**src/hw/rtl/mrc_pkg.sv**
```systemverilog
// ----------------------------------------------------------------------------
// Modbus RTU response checker package
// Transaction types, item kind codes, verdict codes, function codes and CRC
// constants shared by the checker modules.
// ----------------------------------------------------------------------------
package mrc_pkg;

	// Input item kinds.
	localparam logic [1:0] KIND_ARM  = 2'd0;
	localparam logic [1:0] KIND_BYTE = 2'd1;
	localparam logic [1:0] KIND_END  = 2'd2;

	// Result item kinds.
	localparam logic [1:0] OUT_DATA   = 2'd0;
	localparam logic [1:0] OUT_REG    = 2'd1;
	localparam logic [1:0] OUT_STATUS = 2'd2;

	// Frame verdicts.
	localparam logic [2:0] ST_OK        = 3'd0;
	localparam logic [2:0] ST_TOO_SHORT = 3'd1;
	localparam logic [2:0] ST_CRC_ERROR = 3'd2;
	localparam logic [2:0] ST_BAD_RESP  = 3'd3;
	localparam logic [2:0] ST_BAD_SIZE  = 3'd4;

	// Function codes that change the checking rules.
	localparam logic [7:0] FN_READ_COILS     = 8'h01;
	localparam logic [7:0] FN_READ_DISCRETE  = 8'h02;
	localparam logic [7:0] FN_READ_HOLDING   = 8'h03;
	localparam logic [7:0] FN_READ_INPUT_REG = 8'h04;
	localparam logic [7:0] FN_WRITE_SINGLE   = 8'h06;
	localparam logic [7:0] FN_WRITE_MULTIPLE = 8'h10;

	// CRC-16/Modbus, reflected.
	localparam logic [15:0] CRC_INIT = 16'hFFFF;
	localparam logic [15:0] CRC_POLY = 16'hA001;

	// Shortest valid frame and shortest write echo, in bytes.
	localparam int unsigned MIN_FRAME = 5;
	localparam int unsigned MIN_ECHO  = 8;

	typedef struct packed {
		logic [1:0]  kind;
		logic [7:0]  expect_slave;
		logic [7:0]  expect_function;
		logic [10:0] expect_quantity;
		logic [7:0]  rx_byte;
	} mrc_in_t;

	typedef struct packed {
		logic [1:0]  out_kind;
		logic [15:0] out_value;
		logic [7:0]  out_index;
		logic [2:0]  status;
		logic        frame_done;
	} mrc_out_t;

	// Result of processing one item: whether it yields a result, and the result.
	typedef struct packed {
		logic     produced;
		mrc_out_t item;
	} mrc_res_t;

endpackage

```
**src/hw/rtl/mrc_crc16_step.sv**
```systemverilog
// ----------------------------------------------------------------------------
// CRC-16 byte step
// Folds one byte into a reflected CRC-16, eight shift steps, combinationally.
// ----------------------------------------------------------------------------
module mrc_crc16_step (
	input  logic [15:0] crc,
	input  logic [7:0]  data,
	output logic [15:0] crc_next
);

	always_comb begin
		logic [15:0] acc;
		acc = crc ^ {8'h00, data};
		for (int k = 0; k < 8; k++) begin
			if (acc[0]) begin
				acc = (acc >> 1) ^ mrc_pkg::CRC_POLY;
			end else begin
				acc = acc >> 1;
			end
		end
		crc_next = acc;
	end

endmodule

```
**src/hw/rtl/mrc_frame_engine.sv**
```systemverilog
// ----------------------------------------------------------------------------
// Modbus RTU frame engine
// Holds the armed expectations and the frame capture state, and works out
// the result of one item in a single pass.
// ----------------------------------------------------------------------------
module mrc_frame_engine #(
	parameter int MAX_FRAME = 256
) (
	input  logic             clk,
	input  logic             arst_n,
	input  logic             advance,
	input  mrc_pkg::mrc_in_t item,
	output mrc_pkg::mrc_res_t res
);

	localparam int LW = $clog2(MAX_FRAME + 1);

	logic [7:0]       want_slave_q, want_slave_d;
	logic [7:0]       want_function_q, want_function_d;
	logic [10:0]      want_quantity_q, want_quantity_d;
	logic [LW-1:0]    len_q, len_d;
	logic [15:0]      crc_q, crc_d, crc_fold;
	logic [2:0][7:0]  hist_q, hist_d;
	logic [7:0]       got_slave_q, got_slave_d;
	logic [7:0]       got_function_q, got_function_d;
	logic [7:0]       got_count_q, got_count_d;
	logic [9:0]       len10;
	logic [7:0]       off;
	logic [2:0]       verdict;
	logic             header_ok;

	mrc_crc16_step u_crc (
		.crc      (crc_q),
		.data     (hist_q[1]),
		.crc_next (crc_fold)
	);

	assign len10     = 10'(len_q);
	assign off       = 8'(len_q) - 8'(mrc_pkg::MIN_FRAME);
	assign header_ok = (got_slave_q == want_slave_q) && (got_function_q == want_function_q);

	// Verdict on the captured frame, in order of precedence.
	always_comb begin
		verdict = mrc_pkg::ST_OK;
		if (len10 < 10'(mrc_pkg::MIN_FRAME)) begin
			verdict = mrc_pkg::ST_TOO_SHORT;
		end else if ({hist_q[0], hist_q[1]} != crc_q) begin
			verdict = mrc_pkg::ST_CRC_ERROR;
		end else begin
			case (want_function_q)
				mrc_pkg::FN_READ_COILS, mrc_pkg::FN_READ_DISCRETE: begin
					if (!header_ok) begin
						verdict = mrc_pkg::ST_BAD_RESP;
					end else if (10'(got_count_q) + 10'(mrc_pkg::MIN_FRAME) != len10) begin
						verdict = mrc_pkg::ST_BAD_SIZE;
					end
				end
				mrc_pkg::FN_READ_HOLDING, mrc_pkg::FN_READ_INPUT_REG: begin
					if (!header_ok) begin
						verdict = mrc_pkg::ST_BAD_RESP;
					end else if (10'(got_count_q) + 10'(mrc_pkg::MIN_FRAME) != len10) begin
						verdict = mrc_pkg::ST_BAD_SIZE;
					end else if ({4'h0, got_count_q} != {want_quantity_q, 1'b0}) begin
						verdict = mrc_pkg::ST_BAD_SIZE;
					end
				end
				mrc_pkg::FN_WRITE_SINGLE, mrc_pkg::FN_WRITE_MULTIPLE: begin
					if (len10 < 10'(mrc_pkg::MIN_ECHO) || !header_ok) begin
						verdict = mrc_pkg::ST_BAD_RESP;
					end
				end
				default: begin
					if (!header_ok) begin
						verdict = mrc_pkg::ST_BAD_RESP;
					end
				end
			endcase
		end
	end

	always_comb begin
		logic clear;
		clear           = 1'b0;
		want_slave_d    = want_slave_q;
		want_function_d = want_function_q;
		want_quantity_d = want_quantity_q;
		len_d           = len_q;
		crc_d           = crc_q;
		hist_d          = hist_q;
		got_slave_d     = got_slave_q;
		got_function_d  = got_function_q;
		got_count_d     = got_count_q;
		res             = '0;
		case (item.kind)
			mrc_pkg::KIND_ARM: begin
				want_slave_d    = item.expect_slave;
				want_function_d = item.expect_function;
				want_quantity_d = item.expect_quantity;
				clear           = 1'b1;
			end
			mrc_pkg::KIND_BYTE: begin
				if (len_q < LW'(MAX_FRAME)) begin
					// The byte two places back is now known not to be CRC.
					if (len10 >= 10'd2) begin
						crc_d = crc_fold;
					end
					if (len10 >= 10'(mrc_pkg::MIN_FRAME)) begin
						if (want_function_q == mrc_pkg::FN_READ_COILS ||
						    want_function_q == mrc_pkg::FN_READ_DISCRETE) begin
							res.produced       = 1'b1;
							res.item.out_kind  = mrc_pkg::OUT_DATA;
							res.item.out_value = {8'h00, hist_q[1]};
							res.item.out_index = off;
						end else if ((want_function_q == mrc_pkg::FN_READ_HOLDING ||
						              want_function_q == mrc_pkg::FN_READ_INPUT_REG) &&
						             off[0]) begin
							res.produced       = 1'b1;
							res.item.out_kind  = mrc_pkg::OUT_REG;
							res.item.out_value = {hist_q[2], hist_q[1]};
							res.item.out_index = off >> 1;
						end
					end
					if (len10 == 10'd0) begin
						got_slave_d = item.rx_byte;
					end
					if (len10 == 10'd1) begin
						got_function_d = item.rx_byte;
					end
					if (len10 == 10'd2) begin
						got_count_d = item.rx_byte;
					end
					hist_d = {hist_q[1], hist_q[0], item.rx_byte};
					len_d  = len_q + LW'(1);
				end
			end
			mrc_pkg::KIND_END: begin
				res.produced         = 1'b1;
				res.item.out_kind    = mrc_pkg::OUT_STATUS;
				res.item.out_value   = {8'h00, got_count_q};
				res.item.status      = verdict;
				res.item.frame_done  = 1'b1;
				clear                = 1'b1;
			end
			default: begin
			end
		endcase
		if (clear) begin
			len_d          = '0;
			crc_d          = mrc_pkg::CRC_INIT;
			hist_d         = '0;
			got_slave_d    = '0;
			got_function_d = '0;
			got_count_d    = '0;
		end
	end

	always_ff @(posedge clk or negedge arst_n) begin
		if (!arst_n) begin
			want_slave_q    <= '0;
			want_function_q <= '0;
			want_quantity_q <= '0;
			len_q           <= '0;
			crc_q           <= mrc_pkg::CRC_INIT;
			hist_q          <= '0;
			got_slave_q     <= '0;
			got_function_q  <= '0;
			got_count_q     <= '0;
		end else if (advance) begin
			want_slave_q    <= want_slave_d;
			want_function_q <= want_function_d;
			want_quantity_q <= want_quantity_d;
			len_q           <= len_d;
			crc_q           <= crc_d;
			hist_q          <= hist_d;
			got_slave_q     <= got_slave_d;
			got_function_q  <= got_function_d;
			got_count_q     <= got_count_d;
		end
	end

endmodule

```
**config.mk**
```make
export PLATFORM = sky130hd
export DESIGN_NAME = mrc_frame_engine
export DESIGN_NICKNAME = d
export VERILOG_FILES = /design/src/hw/rtl/mrc_pkg.sv /design/src/hw/rtl/mrc_crc16_step.sv /design/src/hw/rtl/mrc_frame_engine.sv
export SDC_FILE = /design/constraint.sdc
export NUM_CORES = 1
export LEC_CHECK = 0
export ABC_CLOCK_PERIOD_IN_PS = 2280
export BUFFER_PORTS_ARGS = -buffer_cell sky130_fd_sc_hd__buf_2
export CORE_AREA = 4 4 107 109
export CTS_BUF_LIST = sky130_fd_sc_hd__clkbuf_8
export DETAILED_ROUTE_END_ITERATION = 8
export DIE_AREA = 0 0 111 113
export HOLD_SLACK_MARGIN = 0.15
export PLACE_DENSITY = 0.77
export SYNTH_ARGS = -nofsm -noshare
export SYNTH_HDL_FRONTEND = slang
export SYNTH_SLANG_ARGS = --single-unit
```
**constraint.sdc**
```tcl
create_clock -name clk -period 2.28 [get_ports clk]
set_clock_uncertainty 0.15 [all_clocks]
set_input_delay 0.228 -clock clk [delete_from_list [all_inputs] [get_ports clk]]
set_output_delay 0.228 -clock clk [all_outputs]
set_load 0.01 [all_outputs]
```
==> flow_summary.yaml, run 1 <==
sta:
  slew_headroom: 0.569
  rsz0062_at_grt: "true"
  clock.fmax_mhz: 355
  drv_slew: 0
  hold_violations: 0
  min_period_over_period: 1.24
  fin_ws_ps: -537
  fin_crit_ps: 2820
  final-setup-viol-count: 29
  worstMarginPinSlew_ps: 647
die:
  rows: 38
  core-area_sq_um: 10600
  io_pins: 71
  initial_utilization: 0.526
  die_w_microns: 111
  dieHeight_microns: 113
  die_area_sq_um: 12500
grt:
  grt_pass1_vias: 5032
  grt_usage: 0.258
  grt_overflow: 0
  antenna_found_initial: 0
  grt_max_degree: 52
  grt_first_pass_wirelength_mm: 25.9
min_path:
  hold_class: "input pin to asynchronous set/reset pin"
yosys:
  yosys-top-cells-area: "dfrtp_1 38%, dfstp_2 7.5%, xnor2_1 6.9%"
  synth-xor-area-share: 0.113
  synth_compound_gate_area_share: 0.116
  synth_area_leader_cell: "dfrtp_1"
  syn_nets: 609
  yosys.area_share.simple: 0.197
  synth_fa_ha_area_frac: 0.0292
  synthMuxAreaShare: 0.0581
  synth_top_family_by_area: "simple AND/OR/NAND/NOR gates"
  synth_cells: 556
  synth_seq_area_share: 0.452
  syn_area_per_cell_sq_um: 10.0
  synth.most_common_cell: "dfrtp_1"
  synthDominantCellAreaShare: 0.377
  synthArstFlopShare: 1.00
  synth_enable_flop_cells: 0
  ys_seq_elements: 100
  synth.yosys.warnings: 0
  syn_area_sq_um: 5580
  synth_commonest_cells: "84 x dfrtp_1, 65 x nand2_1, 46 x nand3_1"
  ys.flop_type: "dfrtp_1"
  yosysUniqueCellTypes: 59
route:
  drt-pass1-iter-count: 5
  avgRoutedWirePerCell_microns: 18.8
  remaining_drc_errors: 0
  first_iter_violations: 391
  final_antenna_net_count: 0
  drt-total-wl_mm: 16.0
  viasPerCell: 5.66
  via_count: 4813
clock_tree:
  cts_tree: "yes"
  cts_buffers: 9
  root_buffer: "clkbuf_8"
  clockBufferDepth: 2
  cts_max_level: 3
  path_clk_slew_ps: 100
  cts_num_sinks: 100
  clock_latency_ps: 380
placed_design:
  gp_congestion: 0.894
  dpl.hpwl_mm: 10.7
  portBuffers: 70
power_and_ir_drop:
  peakVddDrop_uv: 838
  p_per_area_nw_per_um2: 825
  p_leak_nw: 3.38
  power.total_mw: 6.11
outcome:
  status: "finished, violations left"
  failed_checks: "negative setup slack"
finish:
  multi_input_area_sq_um: 3150
  final_net_count: 759
  diodes: 0
  fill_cells: 715
  syn_to_final_growth_pct: 32.9
  fin_util: 0.699
  seqCellArea_sq_um: 2520
  drive_above_1_share: 0.385
critical_path:
  cp-start-kind: "flip-flop"
  r2r_setup_slack_ps: 20
  critPathCaptureType: "primary output"
  crit_type: "flip-flop to primary output"
  arrival_ps: 2440
  crit_required_ps: 1900
  crit_path_max_fanout: 2
run:
  drv_cap: 0
==> kinds of logic (layout without fill, tap and decap cells) <==
logic type,Yosys count,after routing
mux,29,29
flops,100,100
fa+ha+maj,13,13
compound gates,94,94
buf+inv,43,198
simple gates,208,208
xor+xnor,69,69
==> cell type report <==
type	instances	share of cell area
well taps	140	0.0236
clock inverters	6	0.00878
clock buffers	10	0.0186
flip-flops and latches	100	0.340
multi-input cells	413	0.425
inverters	6	0.00304
repair buffers	176	0.180
==> final timing paths <==
check / from / endpoint / depth (start not counted)
worst max-delay path: crc_q[3] / res[3] / 8
worst min-delay path: arst_n / got_slave_q[4] / 2
worst max register to register: len_q[3] / got_slave_q[4] / 6
worst min register to register: hist_q[18] / hist_q[18] / 2
max in group asynchronous: arst_n / len_q[5] / 3
min in group clk: item[36] / len_q[1] / 5
==> state kept, by name (all words and copies together), names as in the netlist <==
register	count
got_count_q	8
hist_q	24
want_function_q	8
crc_q	16
got_slave_q	8
len_q	9
got_function_q	8
want_quantity_q	11
want_slave_q	8
==> cell usage in the layout (no fill, tap or decap), drive strengths merged, types with 3 or more instances in the layout <==
master	netlist	layout
a21oi	15	15
a22oi	10	10
and3	10	10
buf	16	140
clkbuf	21	10
clkinv	0	4
dfrtp	84	84
dfstp	16	16
dlygate4sd3	0	36
ha	13	13
inv	6	7
mux2	27	27
nand2	65	65
nand2b	4	4
nand3	48	48
nand4	11	11
nor2	29	29
nor2b	10	10
nor3	6	6
nor4	10	10
o21ai	42	42
o21ba	3	3
o22a	8	8
o22ai	3	3
or2	4	4
or4	3	3
xnor2	44	44
xor2	23	23
==> stage by stage <==
stage | hold slack, ps | area (sq um) | TNS (ps) | instances | setup WS [ps]
detailed placement | 146 | 6470 | -1800 | 794 | -162
floorplan | -218 | 5580 | 0 | 556 | 10.8
finish | 250 | 7410 | -12520 | 851 | -537
CTS | 263 | 7260 | -11090 | 847 | -494
global placement | 137 | 6470 | -1370 | 794 | -144
global route | 307 | 7410 | -14570 | 851 | -626
==> what timing repair did <==
item | in CTS | in global routing
gates resized for setup | 48 | 21
pin swaps | 27 | 11
buffers inserted | 2 | 5
hold endpoints to repair | 110 | 0
hold buffers | 36 | 0
endpoints found under the setup margin | 31 | 38
==> power breakdown <==
group	internal, mW	switching [mW]	total (mW)	leakage (nW)
logic	1.27	1.16	2.43	2.01
registers	2.18	0.334	2.51	1.26
clock network	0.538	0.631	1.17	0.108
==> per-layer routing <==
metal / global-route usage / routed length [microns]
met1: 0.328 / 6450
met2: 0.440 / 7970
met3: 0.0460 / 1020
met4: 0.108 / 530
met5: 0 / 0
==> worst max-delay path, cell delays in order (launching register included) <==
cell       delay, ps
dfstp_2          560
xnor2_2          130
ha_2             200
nand4_1           90
nor4_1           210
nand4_1          220
nand4bb_1        240
a41oi_1          230
buf_2            180
Power figures use the tool's default switching activity.
==> run 2, diff against run 1 <==
--- a/config.mk
+++ b/config.mk
@@ -13,6 +13,7 @@
 export DIE_AREA = 0 0 111 113
 export HOLD_SLACK_MARGIN = 0.15
 export PLACE_DENSITY = 0.77
+export REMOVE_ABC_BUFFERS = 1
 export SYNTH_ARGS = -nofsm -noshare
 export SYNTH_HDL_FRONTEND = slang
 export SYNTH_SLANG_ARGS = --single-unit
==> run 2 against run 1 <==
The flow still finishes with violations (negative setup slack). Clock power shrank 7%. Critical endpoint is now res[20]. Sequential share of layout area increased by 0.25 points. Largest cell class unchanged. Setup slack worse by 7.9 ps. Highest routed layer unchanged. Global-route usage down 1.0 points. Die area is the same. Register-to-register slack better by 30 ps. Sequential power barely moved. Cell area shrank 0.73%.
==> flow_summary.yaml, run 2 (synthesized netlist as in run 1, its figures left out) <==
outcome:
  status: "finished, violations left"
  failed_checks: "negative setup slack"
grt:
  grt_first_pass_wirelength_mm: 24.9
  grt_usage: 0.248
  busiest_layer: "met2"
  met2_usage: 0.419
  grt_max_degree: 45
  grt_pass1_vias: 4937
  antenna_found_initial: 0
  met3_usage: 0.0465
  grt_overflow: 0
  globalRouteMet1Util: 0.306
placed_design:
  dpl.hpwl_mm: 10.6
  dp_slack_ps: -201
  gp_congestion: 0.859
  portBuffers: 70
finish:
  drive_above_1_share: 0.383
  regMostFlops: "hist_q"
  largest_register_ffs: 24
  fin_util: 0.694
  final_net_count: 758
  final_cell_mix: "83 x dfrtp_1, 65 x buf_4, 63 x nand2_1"
  diodes: 0
  final_common_cell: "dfrtp_1"
  top_regs: "hist_q: 24 flops, crc_q: 16 flops, want_quantity_q: 11 flops"
  syn_to_final_growth_pct: 32.0
die:
  initial_utilization: 0.526
  io_pins: 71
  die_area_sq_um: 12500
  dieHeight_microns: 113
  core-area_sq_um: 10600
  die_w_microns: 111
  rows: 38
critical_path:
  critPathLaunch: "want_function_q[3]"
  crit_path_max_fanout: 5
  slowest_stage: "or4_4"
  critical_path_cell_count: 6
  crit_type: "flip-flop to primary output"
  r2r-end: "got_count_q[4]"
  cp-start-kind: "flip-flop"
  rr_startpoint: "len_q[6]"
  critical_path.cell_chain: "or4_4, or2_4, nor4_4, buf_4, and3_1, buf_2"
  cp-endpoint: "res[20]"
  r2r_cells: 6
  r2r_setup_slack_ps: 50
  cpPeakStageDelay_ps: 600
  arrival_ps: 2450
  crit_buf_inv: 2
  crit_required_ps: 1900
  crit_family: "simple AND/OR/NAND/NOR gates"
  critPathCaptureType: "primary output"
sta:
  rsz0062_at_grt: "true"
  slew_headroom: 0.623
  drv_slew: 0
  fin_crit_ps: 2820
  hold_violations: 0
  fin_ws_ps: -545
  final-setup-viol-count: 29
  clock.fmax_mhz: 354
  min_period_over_period: 1.24
  worstMarginPinSlew_ps: 566
route:
  viasPerCell: 5.75
  via_count: 4889
  final_antenna_net_count: 0
  drt-pass1-iter-count: 5
  avgRoutedWirePerCell_microns: 18.3
  first_iter_violations: 415
  remaining_drc_errors: 0
  drt-total-wl_mm: 15.5
clock_tree:
  cts_tree: "yes"
  clockBufferDepth: 2
  cts_max_level: 3
  root_buffer: "clkbuf_8"
  cts_buffers: 9
  path_clk_slew_ps: 100
  clock_latency_ps: 380
  cts_num_sinks: 100
power_and_ir_drop:
  p_per_area_nw_per_um2: 803
  p_leak_nw: 3.33
  peakVddDrop_uv: 505
run:
  drv_cap: 0
min_path:
  hold_class: "input pin to asynchronous set/reset pin"
-- run 2: worst reg2reg max path, cell delays in order (launching register included) --
cell and delay, ps:
dfrtp_1 440, or4_4 540, buf_4 160, nor3_4 290
nand4_4 280, nand3_1 170, o21ai_1 80
-- run 2: per-layer routing --
| layer | part of all wire | vias to the layer above |
|---|---|---|
| li1 | - | 2237 |
| met1 | 0.41 | 2386 |
| met2 | 0.49 | 207 |
| met3 | 0.055 | 59 |
| met4 | 0.045 | 0 |
| met5 | 0 | - |
-- run 2: repair_timing --
item                                   CTS  global route
endpoints found under the hold margin  122             0
resized for setup                       34            34
setup endpoints to repair               30            50
hold buffers                            36             0
buffers inserted                         2             5
gates cloned                             0             1
pin swaps                               18            10
-- run 2: through the flow --
step	TNS [ps]	power, mW	cells	instance area [sq um]	hold slack (ps)
6_report	-12030	5.91	850	7360	234
5_1_grt	-14550	6.22	850	7360	281
4_1_cts	-11810	5.76	844	7140	244
3_5_place_dp	-1700	4.51	790	6430	109
3_3_place_gp	-1040	4.43	790	6430	109
2_1_floorplan	-73480	3.77	519	5410	-218
-- run 2: worst min-delay path by stage --
stage,endpoint,cells after the start
finish,got_function_q[3],2
global route,want_quantity_q[10],2
CTS,want_quantity_q[5],2
detailed placement,want_quantity_q[10],1
global placement,want_quantity_q[9],1
floorplan,got_count_q[0],0
-- run 2: report_power, final --
group	switching (mW)	internal, mW
clock network	0.653	0.438
registers	0.323	2.18
logic	1.12	1.20
-- run 2: cell type report --
class | count | area [sq um]
Clock inverter | 6 | 47.5
Timing Repair Buffer | 175 | 1320
Sequential cell | 100 | 2520
Inverter | 6 | 22.5
Tap cell | 140 | 175
Clock buffer | 10 | 138
Multi-Input combinational cell | 413 | 3130
Fill cell | 748 | 3240
